**config.mk**
```make
export PLATFORM = sky130hd
export DESIGN_NAME = extended_gcd_top
export DESIGN_NICKNAME = d
export VERILOG_FILES = /design/src/rtl/egcd_pkg.sv /design/src/rtl/egcd_datapath.sv /design/src/rtl/egcd_ctrl.sv /design/src/rtl/extended_gcd_top.sv
export SDC_FILE = /design/constraint.sdc
export NUM_CORES = 1
export LEC_CHECK = 0
export CAP_MARGIN = 10
export CORE_MARGIN = 5
export CORE_UTILIZATION = 46
export DETAILED_ROUTE_END_ITERATION = 12
export DONT_BUFFER_PORTS = 1
export PLACE_DENSITY = 0.6
export SETUP_SLACK_MARGIN = 0.1
export SLEW_MARGIN = 20
export SYNTH_ARGS = -nofsm -noshare
export SYNTH_HDL_FRONTEND = slang
export SYNTH_HIERARCHICAL = 1
export SYNTH_SLANG_ARGS = --single-unit
```
**constraint.sdc**
```tcl
create_clock -name clk -period 6.33 [get_ports clk]
set_input_delay 0.3165 -clock clk [delete_from_list [all_inputs] [get_ports clk]]
set_output_delay 0.3165 -clock clk [all_outputs]
set_load 0.01 [all_outputs]
```
**src/rtl/egcd_pkg.sv**
```systemverilog
// Package for the extended GCD block: widths, sequencer states and the
// control/status structs shared by the sequencer and the datapath.
// No dependencies.
package egcd_pkg;

  localparam int DATA_WIDTH  = 32;
  localparam int COEF_WIDTH  = DATA_WIDTH + 1;
  localparam int ACC_WIDTH   = DATA_WIDTH + 3;
  localparam int CNT_WIDTH   = $clog2(DATA_WIDTH);
  localparam int IN_BITS     = 2 * DATA_WIDTH;
  localparam int IN_TDATA_W  = ((IN_BITS + 7) / 8) * 8;
  localparam int OUT_BITS    = 2 * COEF_WIDTH + DATA_WIDTH;
  localparam int OUT_TDATA_W = ((OUT_BITS + 7) / 8) * 8;

  typedef enum logic [2:0] {
    ST_IDLE,
    ST_ALIGN,
    ST_DIV,
    ST_UPDATE,
    ST_FINISH
  } state_t;

  typedef struct packed {
    logic load;
    logic align_shift;
    logic div_step;
    logic update;
  } ctrl_t;

  typedef struct packed {
    logic b_zero;
    logic shift_ok;
    logic cnt_zero;
    logic rem_zero;
  } status_t;

endpackage

```
**src/rtl/egcd_datapath.sv**
```systemverilog
// Shared shift-subtract unit of the extended GCD block: remainder, divisor,
// quotient-weighted coefficient accumulators and the Bezout coefficients.
// Depends on egcd_pkg.
module egcd_datapath (
  input  logic                                clk,
  input  egcd_pkg::ctrl_t                     ctrl,
  input  logic [egcd_pkg::DATA_WIDTH-1:0]     operand_a,
  input  logic [egcd_pkg::DATA_WIDTH-1:0]     operand_b,
  output egcd_pkg::status_t                   status,
  output logic signed [egcd_pkg::COEF_WIDTH-1:0] coeff_x,
  output logic signed [egcd_pkg::COEF_WIDTH-1:0] coeff_y,
  output logic [egcd_pkg::DATA_WIDTH-1:0]     gcd_value
);

  localparam int W  = egcd_pkg::DATA_WIDTH;
  localparam int CW = egcd_pkg::COEF_WIDTH;
  localparam int AW = egcd_pkg::ACC_WIDTH;

  logic [W-1:0] rem;
  logic [W-1:0] bcur;
  logic [W-1:0] dvs;
  logic [egcd_pkg::CNT_WIDTH-1:0] cnt;
  logic signed [CW-1:0] xp, xc, yp, yc;
  logic signed [AW-1:0] accx, accy;

  logic [W:0] dvs2;
  logic       ge;
  logic signed [AW-1:0] xc_ext, yc_ext, xn, yn;

  always_comb begin
    dvs2   = {dvs, 1'b0};
    ge     = rem >= dvs;
    xc_ext = {{(AW-CW){xc[CW-1]}}, xc};
    yc_ext = {{(AW-CW){yc[CW-1]}}, yc};
    xn     = {{(AW-CW){xp[CW-1]}}, xp} - accx;
    yn     = {{(AW-CW){yp[CW-1]}}, yp} - accy;
  end

  assign status.b_zero   = operand_b == '0;
  assign status.shift_ok = dvs2 <= {1'b0, rem};
  assign status.cnt_zero = cnt == '0;
  assign status.rem_zero = rem == '0;

  always_ff @(posedge clk) begin
    if (ctrl.load) begin
      rem  <= operand_a;
      bcur <= operand_b;
      dvs  <= operand_b;
      cnt  <= '0;
      accx <= '0;
      accy <= '0;
      xp   <= CW'(1);
      xc   <= '0;
      yp   <= '0;
      yc   <= CW'(1);
    end else if (ctrl.align_shift) begin
      dvs <= dvs2[W-1:0];
      cnt <= cnt + 1'b1;
    end else if (ctrl.div_step) begin
      // Quotient bits arrive MSB first, so q*xc builds up Horner style.
      if (ge) begin
        rem <= rem - dvs;
      end
      accx <= (accx <<< 1) + (ge ? xc_ext : '0);
      accy <= (accy <<< 1) + (ge ? yc_ext : '0);
      dvs  <= dvs >> 1;
      if (cnt != '0) begin
        cnt <= cnt - 1'b1;
      end
    end else if (ctrl.update) begin
      rem  <= bcur;
      bcur <= rem;
      dvs  <= rem;
      cnt  <= '0;
      accx <= '0;
      accy <= '0;
      xp   <= xc;
      xc   <= xn[CW-1:0];
      yp   <= yc;
      yc   <= yn[CW-1:0];
    end
  end

  assign coeff_x   = xp;
  assign coeff_y   = yp;
  assign gcd_value = rem;

endmodule

```
**src/rtl/egcd_ctrl.sv**
```systemverilog
// Sequencer of the extended GCD block: steps the shared unit through
// alignment, division and coefficient update for each Euclid step.
// Depends on egcd_pkg.
module egcd_ctrl (
  input  logic              clk,
  input  logic              rst,
  input  logic              in_valid,
  input  logic              out_free,
  input  egcd_pkg::status_t status,
  output egcd_pkg::ctrl_t   ctrl,
  output logic              in_ready,
  output logic              finish
);

  egcd_pkg::state_t state, state_next;

  always_ff @(posedge clk) begin
    if (rst) begin
      state <= egcd_pkg::ST_IDLE;
    end else begin
      state <= state_next;
    end
  end

  always_comb begin
    state_next = state;
    ctrl       = '0;
    in_ready   = 1'b0;
    finish     = 1'b0;
    unique case (state)
      egcd_pkg::ST_IDLE: begin
        in_ready = 1'b1;
        if (in_valid) begin
          ctrl.load  = 1'b1;
          state_next = status.b_zero ? egcd_pkg::ST_FINISH : egcd_pkg::ST_ALIGN;
        end
      end
      egcd_pkg::ST_ALIGN: begin
        if (status.shift_ok) begin
          ctrl.align_shift = 1'b1;
        end else begin
          state_next = egcd_pkg::ST_DIV;
        end
      end
      egcd_pkg::ST_DIV: begin
        ctrl.div_step = 1'b1;
        if (status.cnt_zero) begin
          state_next = egcd_pkg::ST_UPDATE;
        end
      end
      egcd_pkg::ST_UPDATE: begin
        ctrl.update = 1'b1;
        state_next  = status.rem_zero ? egcd_pkg::ST_FINISH : egcd_pkg::ST_ALIGN;
      end
      egcd_pkg::ST_FINISH: begin
        if (out_free) begin
          finish     = 1'b1;
          state_next = egcd_pkg::ST_IDLE;
        end
      end
      default: state_next = egcd_pkg::ST_IDLE;
    endcase
  end

endmodule

```
**src/rtl/extended_gcd_top.sv**
```systemverilog
// Extended GCD block, top level: stream ports, sequencer, shared unit, output word.
// A zero operand_b skips the Euclid steps and goes straight to the result. The block
// takes one word at a time; the input is not ready until the result moves to the
// output register, as the single shift-subtract unit serves every step. Reset (rst,
// synchronous, active high) returns the sequencer to idle and empties the output register.
module extended_gcd_top (
  input  logic                               clk,
  input  logic                               rst,
  input  logic                               s_tvalid,
  output logic                               s_tready,
  // s_tdata fields, low bit up: operand_a, operand_b
  input  logic [egcd_pkg::IN_TDATA_W-1:0]    s_tdata,
  output logic                               m_tvalid,
  input  logic                               m_tready,
  // m_tdata fields, low bit up: coeff_x, coeff_y, gcd_value, zero padding
  output logic [egcd_pkg::OUT_TDATA_W-1:0]   m_tdata
);

  localparam int W  = egcd_pkg::DATA_WIDTH;
  localparam int CW = egcd_pkg::COEF_WIDTH;

  egcd_pkg::ctrl_t   ctrl;
  egcd_pkg::status_t status;
  logic              finish;
  logic              out_free;

  logic [W-1:0]         operand_a, operand_b;
  logic signed [CW-1:0] dp_x, dp_y;
  logic [W-1:0]         dp_gcd;

  logic signed [CW-1:0] out_x, out_y;
  logic [W-1:0]         out_gcd;

  assign operand_a = s_tdata[W-1:0];
  assign operand_b = s_tdata[2*W-1:W];

  // The output register can take a new result when empty or being drained.
  assign out_free = !m_tvalid || m_tready;

  egcd_ctrl u_ctrl (
    .clk      (clk),
    .rst      (rst),
    .in_valid (s_tvalid),
    .out_free (out_free),
    .status   (status),
    .ctrl     (ctrl),
    .in_ready (s_tready),
    .finish   (finish)
  );

  egcd_datapath u_datapath (
    .clk       (clk),
    .ctrl      (ctrl),
    .operand_a (operand_a),
    .operand_b (operand_b),
    .status    (status),
    .coeff_x   (dp_x),
    .coeff_y   (dp_y),
    .gcd_value (dp_gcd)
  );

  always_ff @(posedge clk) begin
    if (rst) begin
      m_tvalid <= 1'b0;
    end else if (finish) begin
      m_tvalid <= 1'b1;
    end else if (m_tready) begin
      m_tvalid <= 1'b0;
    end
  end

  // Payload holds no reset; it is loaded only when a result completes.
  always_ff @(posedge clk) begin
    if (finish) begin
      out_x   <= dp_x;
      out_y   <= dp_y;
      out_gcd <= dp_gcd;
    end
  end

  assign m_tdata = {{(egcd_pkg::OUT_TDATA_W - egcd_pkg::OUT_BITS){1'b0}},
                    out_gcd, out_y, out_x};

  // A word taken in makes the block busy on the next cycle.
  a_busy_after_accept: assert property (@(posedge clk) disable iff (rst)
    (s_tvalid && s_tready) |=> !s_tready)
    else $error("input ready right after accepting a word");

  // A zero operand_b bypasses the iteration and yields x = 1, y = 0.
  a_b_zero_shortcut: assert property (@(posedge clk) disable iff (rst)
    (s_tvalid && s_tready && operand_b == '0 && !m_tvalid) |=> ##1
    (m_tvalid && out_x == CW'(1) && out_y == '0 && out_gcd == $past(operand_a, 2)))
    else $error("zero divisor shortcut gave a wrong result");

  // A zero gcd arises only from a = b = 0, whose coefficients are 1 and 0.
  a_zero_gcd: assert property (@(posedge clk) disable iff (rst)
    (m_tvalid && out_gcd == '0) |-> (out_x == CW'(1) && out_y == '0))
    else $error("zero gcd with wrong coefficients");

  // A result is not overwritten while it waits to be taken.
  a_no_overwrite: assert property (@(posedge clk) disable iff (rst)
    (m_tvalid && !m_tready) |-> !finish)
    else $error("result overwritten before it was taken");

endmodule

```
==> Implementation_results.wiki <==
{| class="wikitable"
! Metric !! Value
|-
| Result of the run || finished clean
|-
| Mapped cell area || 24600 µm²
|-
| Pwr/cell area || 429 nW/µm²
|-
| Required time at the worst-slack endpoint || 6.81 ns
|-
| Final antenna diode count || 0
|-
| Worst max-slew margin expressed relative to the limit || 23.5%
|-
| Compound-Gate Fraction of Synth Area || 21.0%
|-
| Final Cycle Share || 91.8%
|-
| GRT Util Overall || 22.7%
|-
| Fraction of post-synthesis cell area in the top cell type by area || 23.7%
|-
| DPL Wire Length || 48200 µm
|-
| Min cycle time layout || 5.81 ns
|-
| Pin count of the biggest net entering global routing || 198
|-
| Wire length of the first global-routing pass || 107000 µm
|-
| Total number of vias || 20301
|-
| Comb power frac || 43.9%
|-
| Fmax || 0.172 GHz
|-
| Share of synthesized cell area in and, or, nand and nor gates || 16.3%
|-
| Clock tree from TritonCTS || done
|-
| Final TNS setup || 0 ns
|-
| Die boundary width || 241 µm
|-
| Die Span Y || 241 µm
|-
| Signal arrival time at the worst endpoint || 6.30 ns
|-
| VDD IR-drop max || 0.263 mV
|-
| Cell with the most instances after synthesis || sky130_fd_sc_hd__nand2_1
|-
| Worst clock skew on the final layout || 0.0271 ns
|-
| Drc violations || 0
|-
| Synthesis warning total || 6
|-
| Placeable core region || 52800 µm²
|-
| Leak || 11.0 nW
|-
| Count of TritonRoute iterations in the first routing pass || 6
|-
| Post-synthesis adder-cell area fraction || 10.2%
|-
| Die outline area || 58200 µm²
|-
| Main combinational cell family by area after synthesis || compound AO/OA/AOI/OAI gates
|-
| Count of flip-flops with a built-in enable after synthesis || 194
|-
| Grt ovf || 0
|-
| Mux cell area share after synthesis || 2.39%
|-
| Overall power of the completed layout || 11.8 mW
|-
| Path type of the worst setup path || reg2reg
|-
| Clock Sink Count || 401
|-
| Cell types with the largest area share after synthesis || sky130_fd_sc_hd__edfxtp_1 24%, sky130_fd_sc_hd__dfxtp_1 17%, sky130_fd_sc_hd__ha_1 9.8%
|-
| Deepest level of the CTS H-tree || 2
|-
| Register bit total from synthesis || 401
|-
| Number of nets in the finished design || 3092
|-
| Switching component of the power || 4.79 mW
|-
| Max capacitance violation total || 0
|-
| Mapped Cells || 2799
|-
| Internal cell power || 7.00 mW
|-
| Floorplan row count || 84
|-
| CP Launch Type || flop
|-
| Slew Viols, Final || 0
|-
| Cts bufs inserted || 47
|-
| Post-Synth XOR/XNOR Area || 4.52%
|-
| Final count of negative-setup-slack endpoints || 0
|-
| Avg Inst Size Synth || 8.79 µm²
|-
| Async set-or-reset flop fraction in the synthesized netlist || 0%
|-
| Number of DRC markers after the initial detailed-route iteration || 1481
|-
| Vias per inst || 5.72
|-
| Placer congestion estimate || 0.951
|-
| Part of the total power dissipated in the clock network || 24.3%
|-
| Fill cells || 4875
|-
| Number of antenna violations at the first check in global routing || 1
|-
| Fraction of power spent switching nets || 40.6%
|-
| Clock insertion delay at the later pin of the skew report || 0.59 ns
|-
| Total Wirelength || 67700 µm
|-
| Longest individual stage delay on the worst path || 0.48 ns
|-
| Number of global-route vias before repair || 19502
|-
| Unrepaired setup endpoints after global routing || false
|-
| Clk root buf || sky130_fd_sc_hd__clkbuf_16
|-
| Pin slew with the least headroom to its limit || 1.15 ns
|-
| Top post-synthesis cells by count || 382 x sky130_fd_sc_hd__nand2_1, 304 x sky130_fd_sc_hd__a21oi_1, 222 x sky130_fd_sc_hd__o21ai_0
|-
| Crit-path slowest cell || sky130_fd_sc_hd__o21ai_0
|-
| Max Fanout on Critical Path || 5
|-
| Initial core utilization || 46.6%
|-
| Number of distinct library cells after synthesis || 94
|-
| Most frequently used flop master after synthesis || sky130_fd_sc_hd__dfxtp_1
|-
| Post-DRT Antenna Nets || 0
|-
| Number of port buffers || 0
|-
| Clock Tree Buf Depth || 3
|-
| Mean routed wirelength per cell || 19.1 µm
|-
| Proportion of layout cells with a drive suffix above 1 || 5.66%
|-
| Crit-path most repeated cell || sky130_fd_sc_hd__inv_1
|-
| Sequential element share of the synthesized area || 40.5%
|-
| CP endpoint kind || flop
|-
| HP Class || in2reg
|-
| I/O pin cnt || 174
|-
| Clock-pin slew on the worst setup and hold paths || 0.06 ns
|-
| Synthesis-to-layout area growth || 11.8%
|-
| Hold Vio Cnt, Final || 0
|-
| Fraction of power consumed by sequential logic || 31.8%
|-
| Post-synthesis cell type with the largest combined area || sky130_fd_sc_hd__edfxtp_1
|}
[worst max-delay path, delay by kind of cell (launching register included)]
family | cells | cell delay [ns]
simple gates | 5 | 0.56
buf+inv | 4 | 0.39
fa+ha+maj | 4 | 1.28
compound gates | 12 | 3.08
flops | 1 | 0.40
[worst paths after layout]
path / depth (start not counted) / to / slack, ns / start
worst max-delay path: 25 / u_datapath/accy[31] / 0.52 / u_datapath/gcd_value[0]
worst min-delay path: 2 / u_datapath/dvs[2] / 0.02 / s_tdata[34]
worst max register to register: 25 / u_datapath/accy[31] / 0.52 / u_datapath/gcd_value[0]
worst min register to register: 0 / out_x[24] / 0.45 / u_datapath/coeff_x[24]
[cell usage in the layout, fill, tap and decap left out, types with 8 or more instances in the layout]
| cell | Yosys | routed |
|---|---|---|
| sky130_fd_sc_hd__nand3_1 | 31 | 31 |
| sky130_fd_sc_hd__a211oi_1 | 33 | 33 |
| sky130_fd_sc_hd__clkbuf_1 | 92 | 8 |
| sky130_fd_sc_hd__nor4_1 | 24 | 24 |
| sky130_fd_sc_hd__or3_1 | 11 | 11 |
| sky130_fd_sc_hd__mux2i_1 | 52 | 52 |
| sky130_fd_sc_hd__a21o_1 | 67 | 67 |
| sky130_fd_sc_hd__o21ai_0 | 222 | 220 |
| sky130_fd_sc_hd__nand4_1 | 28 | 28 |
| sky130_fd_sc_hd__inv_1 | 190 | 190 |
| sky130_fd_sc_hd__o21a_1 | 24 | 24 |
| sky130_fd_sc_hd__buf_4 | 8 | 28 |
| sky130_fd_sc_hd__xnor2_1 | 68 | 68 |
| sky130_fd_sc_hd__ha_1 | 192 | 192 |
| sky130_fd_sc_hd__xor2_1 | 59 | 59 |
| sky130_fd_sc_hd__nand2b_1 | 26 | 26 |
| sky130_fd_sc_hd__a22oi_1 | 30 | 30 |
| sky130_fd_sc_hd__and2_1 | 10 | 8 |
| sky130_fd_sc_hd__edfxtp_1 | 194 | 194 |
| sky130_fd_sc_hd__dlygate4sd3_1 | 0 | 63 |
| sky130_fd_sc_hd__o31ai_1 | 12 | 12 |
| sky130_fd_sc_hd__nor2_1 | 173 | 173 |
| sky130_fd_sc_hd__o211ai_1 | 8 | 8 |
| sky130_fd_sc_hd__and3_1 | 16 | 14 |
| sky130_fd_sc_hd__nand2_1 | 382 | 381 |
| sky130_fd_sc_hd__o21bai_1 | 28 | 28 |
| sky130_fd_sc_hd__a211o_1 | 9 | 9 |
| sky130_fd_sc_hd__nor3_1 | 38 | 37 |
| sky130_fd_sc_hd__a21oi_1 | 304 | 303 |
| sky130_fd_sc_hd__clkbuf_16 | 0 | 50 |
| sky130_fd_sc_hd__a31oi_1 | 11 | 11 |
| sky130_fd_sc_hd__o21ai_1 | 9 | 9 |
| sky130_fd_sc_hd__nor2b_1 | 86 | 84 |
| sky130_fd_sc_hd__dfxtp_1 | 207 | 207 |
[layer usage]
layer	vias up	routed length (µm)	track usage (%)
met5	-	0	0
met1	9644	31000	31.7
met2	531	31400	37.0
met4	0	1540	5.74
met3	101	3800	3.85
li1	10025	-	-
[state kept, by name, indices dropped and copies added, names as in the netlist]
register / cells
m_tvalid: 1
out_gcd: 32
out_x: 33
out_y: 33
u_ctrl/state: 3
u_datapath/accx: 33
u_datapath/accy: 33
u_datapath/bcur: 32
u_datapath/cnt: 5
u_datapath/coeff_x: 33
u_datapath/coeff_y: 33
u_datapath/dvs: 32
u_datapath/gcd_value: 32
u_datapath/xc: 33
u_datapath/yc: 33
[stage by stage]
step           std cells  setup WS (ns)  hold slack, ns  instance area, µm²  utilization, %
2_1_floorplan       2804          0.982           0.379               24600               -
3_3_place_gp        3401          0.520           0.383               25200            47.8
3_5_place_dp        3401          0.303           0.388               25200            47.8
4_1_cts             3550          0.274         0.00786               27500            52.1
5_1_grt             3552          0.121          0.0301               27500            52.1
6_report            3552          0.517          0.0245               27500            52.1
[power groups by stage]
stage                     registers [mW]  logic (mW)  clock network [mW]
after floorplan                     3.63        3.76                   0
after global placement              3.79        5.00                   0
after detailed placement            3.80        5.05                   0
after CTS                           3.75        5.12                2.95
after global routing                3.80        5.74                3.04
final                               3.75        5.18                2.86
[cell families after synthesis]
logic type / after synthesis
mux: 58
flops: 401
compound gates: 842
buf+inv: 309
other cells: 1
fa+ha+maj: 197
xor+xnor: 127
simple gates: 864
[final cells by class]
type / count / area (µm²) / area share [%]
multi-input combinational: 2094 / 13400 / 48.9
clock buffer: 65 / 1380 / 5.01
inverter: 190 / 713 / 2.59
timing repair buffer: 93 / 881 / 3.20
sequential: 401 / 9970 / 36.2
clock inverter: 21 / 254 / 0.923
tap: 688 / 861 / 3.13
[what timing repair did]
item | in CTS | in global routing
endpoints found under the hold margin | 96 | 0
buffers inserted | 0 | 2
gates resized for setup | 0 | 1
endpoints found under the setup margin | 0 | 13
hold buffers | 63 | 0
Power figures use the tool's default switching activity.
